--- config.mk ---
export PLATFORM = sky130hd
export DESIGN_NAME = text_to_bytecode_assembler_unit
export DESIGN_NICKNAME = d
export VERILOG_FILES = /design/src/rtl/tba_pkg.sv /design/src/rtl/tba_front.sv /design/src/rtl/tba_queue.sv /design/src/rtl/tba_back.sv /design/src/rtl/text_to_bytecode_assembler_unit.sv
export SDC_FILE = /design/constraint.sdc
export NUM_CORES = 1
export LEC_CHECK = 0
export BUFFER_PORTS_ARGS = -buffer_cell sky130_fd_sc_hd__buf_2
export CAP_MARGIN = 20
export CORE_MARGIN = 3
export CORE_UTILIZATION = 50
export CTS_CLUSTER_SIZE = 16
export DETAILED_ROUTE_END_ITERATION = 12
export HOLD_SLACK_MARGIN = 0.02
export PLACE_DENSITY = 0.65
export SETUP_SLACK_MARGIN = 0.05
export SYNTH_ARGS = -nofsm -noshare
export SYNTH_HDL_FRONTEND = slang
export SYNTH_HIERARCHICAL = 1
export SYNTH_SLANG_ARGS = --single-unit
--- constraint.sdc ---
create_clock -name clk_i -period 4.4 [get_ports clk_i]
set_input_delay 0.22 -clock clk_i [delete_from_list [all_inputs] [get_ports clk_i]]
set_output_delay 0.22 -clock clk_i [all_outputs]
set_load 0.02 [all_outputs]
--- src/rtl/tba_pkg.sv ---
// Package for the text-to-bytecode assembler: payload structs, scanner codes,
// the job record passed from the scanner to the emitter, and byte constants.
// No dependencies.
package tba_pkg;

  // Depth of the job queue between scanner and emitter.
  localparam int unsigned JobDepth = 4;

  // Machine code bytes.
  localparam logic [7:0] ByteEscape = 8'h0F;
  localparam logic [7:0] BytePush   = 8'h84;
  localparam logic [7:0] ByteInt    = 8'hC2;

  // ASCII characters the scanner recognizes.
  localparam logic [7:0] AsciiZero    = 8'd48;
  localparam logic [7:0] AsciiNine    = 8'd57;
  localparam logic [7:0] AsciiLowA    = 8'd97;
  localparam logic [7:0] AsciiLowZ    = 8'd122;
  localparam logic [7:0] AsciiUpA     = 8'd65;
  localparam logic [7:0] AsciiUpZ     = 8'd90;
  localparam logic [7:0] AsciiSemi    = 8'd59;
  localparam logic [7:0] AsciiSpace   = 8'd32;
  localparam logic [7:0] AsciiNewline = 8'd10;
  localparam logic [7:0] AsciiTab     = 8'd9;
  localparam logic [7:0] AsciiP       = 8'd112;
  localparam logic [7:0] AsciiU       = 8'd117;
  localparam logic [7:0] AsciiS       = 8'd115;
  localparam logic [7:0] AsciiH       = 8'd104;
  localparam logic [7:0] AsciiI       = 8'd105;
  localparam logic [7:0] AsciiN       = 8'd110;
  localparam logic [7:0] AsciiT       = 8'd116;

  typedef enum logic [2:0] {
    PH_IDLE,
    PH_WORD,
    PH_NUM,
    PH_COMMENT,
    PH_DEAD
  } phase_e;

  // Mnemonic prefix matched so far.
  typedef enum logic [2:0] {
    M_NONE,
    M_P,
    M_PU,
    M_PUS,
    M_PUSH,
    M_I,
    M_IN,
    M_INT
  } match_e;

  typedef enum logic [1:0] {
    OP_NONE,
    OP_PUSH,
    OP_INT
  } op_e;

  typedef enum logic [2:0] {
    ERR_NONE,
    ERR_TAB,
    ERR_CHAR,
    ERR_DIRECTIVE,
    ERR_WORD,
    ERR_OPERAND,
    ERR_INSTR
  } err_e;

  typedef struct packed {
    logic       mode;
    logic [7:0] source_byte;
  } in_item_t;

  typedef struct packed {
    logic [7:0] code_byte;
    logic       byte_valid;
    logic [2:0] error_code;
    logic       run_last;
    logic       source_done;
  } out_item_t;

  // One scanned input transaction: what to emit and the status to report.
  typedef struct packed {
    op_e         op;
    logic [15:0] operand;
    err_e        err;
    logic        done;
  } job_t;

endpackage

--- src/rtl/tba_front.sv ---
// Scanner of the text-to-bytecode assembler: classifies each source character,
// tracks the token state and writes one job per transaction. Uses tba_pkg.
module tba_front import tba_pkg::*; (
  input  logic     clk_i,
  input  logic     rst_ni,
  input  logic     accept_i,
  input  in_item_t in_item_i,
  output logic     job_push_o,
  output job_t     job_o
);

  phase_e      phase_q, phase_d;
  match_e      match_q, match_d;
  op_e         pend_q, pend_d;
  logic [15:0] acc_q, acc_d;
  err_e        err_q, err_d;
  op_e         emit_op;

  logic [7:0] ch;
  logic       is_lower, is_upper, is_digit;
  logic [3:0] digit;

  assign ch       = in_item_i.source_byte;
  assign is_lower = (ch >= AsciiLowA) && (ch <= AsciiLowZ);
  assign is_upper = (ch >= AsciiUpA) && (ch <= AsciiUpZ);
  assign is_digit = (ch >= AsciiZero) && (ch <= AsciiNine);
  assign digit    = 4'(ch - AsciiZero);

  function automatic match_e advance_match(match_e m, logic [7:0] c);
    match_e r;
    r = M_NONE;
    if (m == M_P && c == AsciiU) r = M_PU;
    if (m == M_PU && c == AsciiS) r = M_PUS;
    if (m == M_PUS && c == AsciiH) r = M_PUSH;
    if (m == M_I && c == AsciiN) r = M_IN;
    if (m == M_IN && c == AsciiT) r = M_INT;
    return r;
  endfunction

  always_comb begin : next_state
    logic   cont;
    op_e    wop;
    match_e adv;
    phase_d = phase_q;
    match_d = match_q;
    pend_d  = pend_q;
    acc_d   = acc_q;
    err_d   = err_q;
    emit_op = OP_NONE;
    cont    = 1'b0;
    wop     = OP_NONE;
    adv     = advance_match(match_q, ch);

    if (in_item_i.mode) begin
      // End of source: close the open token, then check for a dangling mnemonic.
      if (err_q == ERR_NONE) begin
        unique case (phase_q) inside
          PH_WORD, PH_DEAD: begin
            // A finished mnemonic would still lack its operand.
            if (pend_q != OP_NONE || (phase_q == PH_WORD &&
                (match_q == M_PUSH || match_q == M_INT))) begin
              err_d = ERR_OPERAND;
            end else begin
              err_d = ERR_WORD;
            end
          end
          PH_NUM: begin
            if (pend_q == OP_NONE) err_d = ERR_INSTR;
            else emit_op = pend_q;
          end
          default: begin
            if (pend_q != OP_NONE) err_d = ERR_OPERAND;
          end
        endcase
      end
      phase_d = PH_IDLE;
      match_d = M_NONE;
      pend_d  = OP_NONE;
      acc_d   = '0;
    end else if (err_q == ERR_NONE) begin
      unique case (phase_q) inside
        PH_COMMENT: begin
          if (ch == AsciiNewline) phase_d = PH_IDLE;
        end
        PH_WORD, PH_DEAD: begin
          if (is_lower || is_upper) begin
            if (phase_q == PH_WORD) begin
              match_d = adv;
              if (adv == M_NONE) phase_d = PH_DEAD;
            end
          end else begin
            phase_d = PH_IDLE;
            match_d = M_NONE;
            if (phase_q == PH_WORD && match_q == M_PUSH) wop = OP_PUSH;
            if (phase_q == PH_WORD && match_q == M_INT) wop = OP_INT;
            if (pend_q != OP_NONE) begin
              err_d = ERR_OPERAND;
            end else if (wop == OP_NONE) begin
              err_d = ERR_WORD;
            end else begin
              pend_d = wop;
              cont   = 1'b1;
            end
          end
        end
        PH_NUM: begin
          if (is_digit) begin
            acc_d = {acc_q[12:0], 3'b000} + {acc_q[14:0], 1'b0} + {12'd0, digit};
          end else begin
            phase_d = PH_IDLE;
            if (pend_q == OP_NONE) begin
              err_d = ERR_INSTR;
            end else begin
              emit_op = pend_q;
              cont    = 1'b1;
            end
            pend_d = OP_NONE;
            acc_d  = '0;
          end
        end
        default: cont = 1'b1;
      endcase

      // The character that ended a token, or one seen between tokens.
      if (cont) begin
        if (is_digit) begin
          phase_d = PH_NUM;
          acc_d   = {12'd0, digit};
        end else if (is_lower) begin
          if (ch == AsciiP) match_d = M_P;
          else if (ch == AsciiI) match_d = M_I;
          else match_d = M_NONE;
          phase_d = (ch == AsciiP || ch == AsciiI) ? PH_WORD : PH_DEAD;
        end else if (is_upper) begin
          err_d = ERR_DIRECTIVE;
        end else if (ch == AsciiSemi) begin
          phase_d = PH_COMMENT;
        end else if (ch == AsciiSpace || ch == AsciiNewline) begin
          // Whitespace between tokens leaves the scanner as it is.
        end else if (ch == AsciiTab) begin
          err_d = ERR_TAB;
        end else begin
          err_d = ERR_CHAR;
        end
      end
    end
  end

  always_comb begin : outputs
    job_push_o      = accept_i;
    job_o.op        = emit_op;
    job_o.operand   = acc_q;
    job_o.err       = err_d;
    job_o.done      = in_item_i.mode;
  end

  always_ff @(posedge clk_i or negedge rst_ni) begin
    if (!rst_ni) begin
      phase_q <= PH_IDLE;
      match_q <= M_NONE;
      pend_q  <= OP_NONE;
      acc_q   <= '0;
      err_q   <= ERR_NONE;
    end else if (accept_i) begin
      phase_q <= phase_d;
      match_q <= match_d;
      pend_q  <= pend_d;
      acc_q   <= acc_d;
      err_q   <= err_d;
    end
  end

endmodule

--- src/rtl/tba_queue.sv ---
// Job queue between the scanner and the emitter of the assembler.
// Uses tba_pkg for the job record.
module tba_queue import tba_pkg::*; #(
  parameter int unsigned DEPTH = JobDepth
) (
  input  logic clk_i,
  input  logic rst_ni,
  input  logic push_i,
  input  job_t data_i,
  output logic full_o,
  input  logic pop_i,
  output job_t data_o,
  output logic valid_o
);

  localparam int unsigned PtrW = (DEPTH > 1) ? $clog2(DEPTH) : 1;
  localparam int unsigned CntW = $clog2(DEPTH + 1);
  localparam logic [PtrW-1:0] LastPtr = PtrW'(DEPTH - 1);
  localparam logic [CntW-1:0] FullCnt = CntW'(DEPTH);

  job_t            mem_q [DEPTH];
  logic [PtrW-1:0] wr_ptr_q, wr_ptr_d, rd_ptr_q, rd_ptr_d;
  logic [CntW-1:0] count_q, count_d;
  logic            do_push, do_pop;

  assign full_o  = (count_q == FullCnt);
  assign valid_o = (count_q != '0);
  assign do_push = push_i && !full_o;
  assign do_pop  = pop_i && valid_o;
  assign data_o  = mem_q[rd_ptr_q];

  always_comb begin
    wr_ptr_d = wr_ptr_q;
    rd_ptr_d = rd_ptr_q;
    count_d  = count_q;
    if (do_push) wr_ptr_d = (wr_ptr_q == LastPtr) ? '0 : wr_ptr_q + 1'b1;
    if (do_pop) rd_ptr_d = (rd_ptr_q == LastPtr) ? '0 : rd_ptr_q + 1'b1;
    if (do_push && !do_pop) count_d = count_q + 1'b1;
    if (do_pop && !do_push) count_d = count_q - 1'b1;
  end

  always_ff @(posedge clk_i) begin
    if (do_push) mem_q[wr_ptr_q] <= data_i;
  end

  always_ff @(posedge clk_i or negedge rst_ni) begin
    if (!rst_ni) begin
      wr_ptr_q <= '0;
      rd_ptr_q <= '0;
      count_q  <= '0;
    end else begin
      wr_ptr_q <= wr_ptr_d;
      rd_ptr_q <= rd_ptr_d;
      count_q  <= count_d;
    end
  end

endmodule

--- src/rtl/tba_back.sv ---
// Emitter of the assembler: takes one job at a time and plays out its code
// bytes and its status result, one per cycle while popped. Uses tba_pkg.
module tba_back import tba_pkg::*; (
  input  logic      clk_i,
  input  logic      rst_ni,
  input  job_t      job_i,
  input  logic      job_valid_i,
  output logic      job_pop_o,
  output out_item_t out_item_o,
  output logic      empty_o,
  input  logic      pop_i
);

  job_t       cur_q, cur_d;
  logic       cur_valid_q, cur_valid_d;
  logic [2:0] idx_q, idx_d;
  logic [2:0] n_bytes;
  logic       at_status, advance;

  always_comb begin
    case (cur_q.op)
      OP_PUSH: n_bytes = 3'd4;
      OP_INT:  n_bytes = 3'd3;
      default: n_bytes = 3'd0;
    endcase
  end

  assign at_status = (idx_q == n_bytes);
  // Load a new job when nothing is held or the status result just left.
  assign advance   = !cur_valid_q || (pop_i && at_status);

  always_comb begin : next_state
    cur_d       = cur_q;
    cur_valid_d = cur_valid_q;
    idx_d       = idx_q;
    job_pop_o   = 1'b0;
    if (advance) begin
      cur_valid_d = job_valid_i;
      cur_d       = job_i;
      idx_d       = '0;
      job_pop_o   = job_valid_i;
    end else if (pop_i) begin
      idx_d = idx_q + 1'b1;
    end
  end

  always_comb begin : outputs
    empty_o                = !cur_valid_q;
    out_item_o.code_byte   = '0;
    out_item_o.byte_valid  = !at_status;
    out_item_o.error_code  = at_status ? cur_q.err : ERR_NONE;
    out_item_o.run_last    = at_status;
    out_item_o.source_done = at_status && cur_q.done;
    if (!at_status) begin
      case (idx_q)
        3'd0:    out_item_o.code_byte = ByteEscape;
        3'd1:    out_item_o.code_byte = (cur_q.op == OP_PUSH) ? BytePush : ByteInt;
        3'd2:    out_item_o.code_byte = cur_q.operand[7:0];
        default: out_item_o.code_byte = cur_q.operand[15:8];
      endcase
    end
  end

  always_ff @(posedge clk_i) begin
    cur_q <= cur_d;
  end

  always_ff @(posedge clk_i or negedge rst_ni) begin
    if (!rst_ni) begin
      cur_valid_q <= 1'b0;
      idx_q       <= '0;
    end else begin
      cur_valid_q <= cur_valid_d;
      idx_q       <= idx_d;
    end
  end

endmodule

--- src/rtl/text_to_bytecode_assembler_unit.sv ---
// Top level of the streaming text-to-bytecode assembler.
// Instantiates tba_front, tba_queue and tba_back; uses tba_pkg.

// The assembler takes source text one character per input transaction and
// accepts a new transaction in every cycle while full is low. Each input
// transaction yields one status result, preceded by the code bytes of a
// statement when that transaction ends an operand: 0F 84 lo hi for push and
// 0F C2 lo for int. The scanner settles each character in the cycle it is
// accepted and writes a job into a queue of JOB_DEPTH entries; the emitter
// drains that queue into its job register and presents one result per cycle
// while results are popped; the status result of a transaction reaches the
// result ports once its job has passed through the queue and that register.
// Sustained throughput is one input transaction per cycle while results are
// popped, limited by the single result port: a transaction that ends an
// operand occupies it for its code bytes and its status result, and the queue
// absorbs that burst before full rises. Errors are sticky until reset; the
// first error in stream order is reported on every later status result, and
// no bytes are emitted after it. End of source (mode set) closes the open
// token and sets source_done on its status result.
module text_to_bytecode_assembler_unit import tba_pkg::*; #(
  parameter int unsigned JOB_DEPTH = JobDepth
) (
  input  logic      clk_i,
  input  logic      rst_ni,
  input  logic      push,
  output logic      full,
  input  in_item_t  in_item_i,
  output logic      empty,
  input  logic      pop,
  output out_item_t out_item_o
);

  logic accept;
  logic job_push, job_pop, job_valid;
  job_t front_job, queue_job;

  // An input transaction is taken whenever the job queue has room.
  assign accept = push && !full;

  tba_front u_front (
    .clk_i      (clk_i),
    .rst_ni     (rst_ni),
    .accept_i   (accept),
    .in_item_i  (in_item_i),
    .job_push_o (job_push),
    .job_o      (front_job)
  );

  tba_queue #(
    .DEPTH (JOB_DEPTH)
  ) u_queue (
    .clk_i   (clk_i),
    .rst_ni  (rst_ni),
    .push_i  (job_push),
    .data_i  (front_job),
    .full_o  (full),
    .pop_i   (job_pop),
    .data_o  (queue_job),
    .valid_o (job_valid)
  );

  tba_back u_back (
    .clk_i       (clk_i),
    .rst_ni      (rst_ni),
    .job_i       (queue_job),
    .job_valid_i (job_valid),
    .job_pop_o   (job_pop),
    .out_item_o  (out_item_o),
    .empty_o     (empty),
    .pop_i       (pop)
  );

endmodule
==> impl_metrics.json <==
{
  "synth.top_cell.area_share_pct": 42.9,
  "routed-via-count": 4857,
  "cts_max_path_buffers": 2,
  "setup_tns_ps": 0,
  "instances_no_fill": 808,
  "max_freq_mhz": 335,
  "place_ws_ps": 1410,
  "max_stage_delay_ps": 560,
  "grt_overflow": 0,
  "crit_type": "reg2reg",
  "async_flop_share_pct": 25.7,
  "max_cap_viol_count": 0,
  "final_layout_size_suffix_gt1_share_pct": 18.6,
  "grt_pass1_wl_um": 24700,
  "clk_latency_ps": 420,
  "slew_headroom_pct": 31.7,
  "numPortBuffers": 28,
  "cts_buffers": 17,
  "startpoint": "u_back/cur_q[21]",
  "path_cells": "or4_4, a2bb2oi_1, nand2_2, inv_1, o22ai_2, nand2_2, inv_1, ha_1, inv_1, fa_1, xor2_1, nor2_1, xor2_1",
  "tightest_slew_ps": 1020,
  "yosysMostFrequentCell": "edfxtp_1",
  "synth_cell_type_count": 80,
  "whs_ps": 96.7,
  "dp_hpwl_um": 10500,
  "core_um2": 14800,
  "crit_top_cell": "inv_1",
  "slowest_stage": "or4_4",
  "cts_tree": "built",
  "synth_warnings": 6,
  "dr_wl_met3_um": 542,
  "area_delta_synth_final_pct": 10.4,
  "setup_viol": 0,
  "final_hold_viol_count": 0,
  "finalWorstSetupSlack_ps": 1420,
  "cts_setup_buffers": 0,
  "antennaDiodeCount": 0,
  "gp_congestion": 0.895,
  "dp_cells": 775,
  "die_area_um2": 16900,
  "grt_pass1_vias": 4870,
  "cts_htree_levels": 4,
  "pin_count": 29,
  "wl_um": 14700,
  "period_minus_slack_ps": 2980,
  "synth-seq-cells": 148,
  "antenna_found_initial": 0,
  "cp_max_fo": 19,
  "r2r-start": "u_back/cur_q[21]",
  "clock_sinks": 148,
  "synth_top_cell_by_area": "edfxtp_1",
  "detail-route-antenna-nets": 0,
  "crit_arrival_ps": 3320,
  "syn_area_um2": 7700,
  "ys_top_cells_by_count": "110 x edfxtp_1, 39 x nand2_1, 38 x dfrtp_1, 36 x ha_1, 35 x a21oi_1",
  "syn_inst": 585,
  "min_period_over_period_pct": 67.8,
  "fill_cells": 1192,
  "rsz0062_at_grt": "no",
  "rows": 44,
  "drc": 0,
  "fp.dieH_um": 130,
  "wl_met2_um": 7210,
  "synthTopCellsByArea": "edfxtp_1 43%, dfrtp_1 12%, ha_1 5.9%",
  "cts_root_buf": "clkbuf_16",
  "synth_nets": 637,
  "drt_pass1_iterations": 5,
  "start_util_pct": 52.0,
  "nets": 663,
  "grt_max_degree": 39,
  "wl_per_cell_um": 18.2,
  "crit_required_ps": 4730,
  "min_from": "pop",
  "ys.flop_type": "edfxtp_1",
  "finalPower_mw": 4.67,
  "power_density_nw_per_um2": 550,
  "synth_seq_area_share_pct": 55.3,
  "drv_slew": 0,
  "worst_clock_skew_ps": 8.56,
  "status": "completed",
  "syn_avg_cell_area_um2": 13.2,
  "multi_input_area_um2": 3210,
  "cts_hold_buf": 1,
  "endpoint_kind": "flop",
  "clkTransAtPathRegs_ps": 50,
  "synth-edff-count": 110,
  "grt.total_usage_pct": 18.9,
  "top_layer_used": "met4",
  "drtIter0Drc": 263,
  "die_w_um": 130,
  "regArea_um2": 4250,
  "worstHoldPathType": "in2reg",
  "ctsResizeCount": 0,
  "wl_met1_um": 6770,
  "vdd_drop_max_v": 0.000248,
  "p_leak_nw": 3.35,
  "viasPerCell": 6.01,
  "crit_path_start_kind": "flop"
}
==> cell families (layout without fill, tap and decap cells) <==
family,after synthesis,after routing,synth area share (%)
simple gates,156,156,11.6
compound gates,152,152,13.9
flops,148,148,55.3
buf+inv,44,83,3.10
fa+ha+maj,39,39,6.63
mux,30,30,7.77
xor+xnor,16,16,1.82
==> final timing paths <==
kind / endpoint / slack (ps) / cells past startpoint
worst max-delay path: u_queue/count_q[2] / 1420 / 13
worst min-delay path: u_back/cur_valid_q / 100 / 2
worst max register to register: u_queue/count_q[2] / 1420 / 13
worst min register to register: u_queue/count_q[2] / 500 / 1
max in group asynchronous: u_front/acc_q[8] / 3310 / 2
min in group asynchronous: u_back/idx_q[2] / 490 / 2
==> routing by layer <==
metal  global-route usage [%]  vias to the layer above
met2                     31.1                      105
met3                     3.77                       18
met1                     25.3                     2414
met5                        0                        -
li1                         -                     2320
met4                     6.48                        0
==> flip-flops by register name (all words and copies together) (netlist names) <==
| register | flops |
|---|---|
| u_queue/count_q | 3 |
| u_back/idx_q | 3 |
| u_front/phase_q | 3 |
| u_queue/mem_q | 88 |
| u_back/cur_valid_q | 1 |
| u_front/acc_q | 16 |
| u_front/match_q | 3 |
| u_queue/rd_ptr_q | 2 |
| u_front/err_q | 3 |
| u_front/pend_q | 2 |
| u_queue/wr_ptr_q | 2 |
| u_back/cur_q | 22 |
==> critical path, delay by kind of cell (launching register included) <==
kind	cells	cell delay, ps
and+or+nand+nor	4	1040
adders and majority gates	2	600
DFF	1	420
AOI/OAI and AO/OA	2	310
xor gates and xnor gates	2	300
buffers and inverters	3	240
==> layout by cell type (no fill, tap or decap), drive strengths merged, types with 9 or more instances in the layout <==
| cell | count |
|---|---|
| a21oi | 36 |
| a22o | 11 |
| and2 | 9 |
| buf | 35 |
| clkbuf | 21 |
| dfrtp | 38 |
| edfxtp | 110 |
| ha | 36 |
| inv | 18 |
| mux4 | 22 |
| nand2 | 41 |
| nor2 | 34 |
| nor2b | 11 |
| o21ai | 28 |
| xnor2 | 11 |
==> through the flow <==
stage | area (um^2) | utilization, %
3_5_place_dp | 7940 | 53.6
3_3_place_gp | 7940 | 53.6
5_1_grt | 8500 | 57.4
4_1_cts | 8500 | 57.4
2_1_floorplan | 7700 | -
6_report | 8500 | 57.4
==> cell type report <==
class / instances / area share [%]
Timing Repair Buffer: 36 / 2.39
Inverter: 15 / 0.663
Clock buffer: 21 / 5.55
Clock inverter: 11 / 0.884
Sequential cell: 148 / 50.1
Multi-Input combinational cell: 393 / 37.7
Tap cell: 184 / 2.71
==> power breakdown <==
| part | internal, mW | total [mW] | leakage [nW] | switching, mW |
|---|---|---|---|---|
| clock | 0.769 | 1.31 | 0.267 | 0.541 |
| sequential | 1.85 | 2.06 | 1.53 | 0.205 |
| combinational | 0.579 | 1.31 | 1.55 | 0.727 |
| total | 3.20 | 4.67 | 3.35 | 1.47 |
Note: power is estimated with default switching activity, not from simulation.
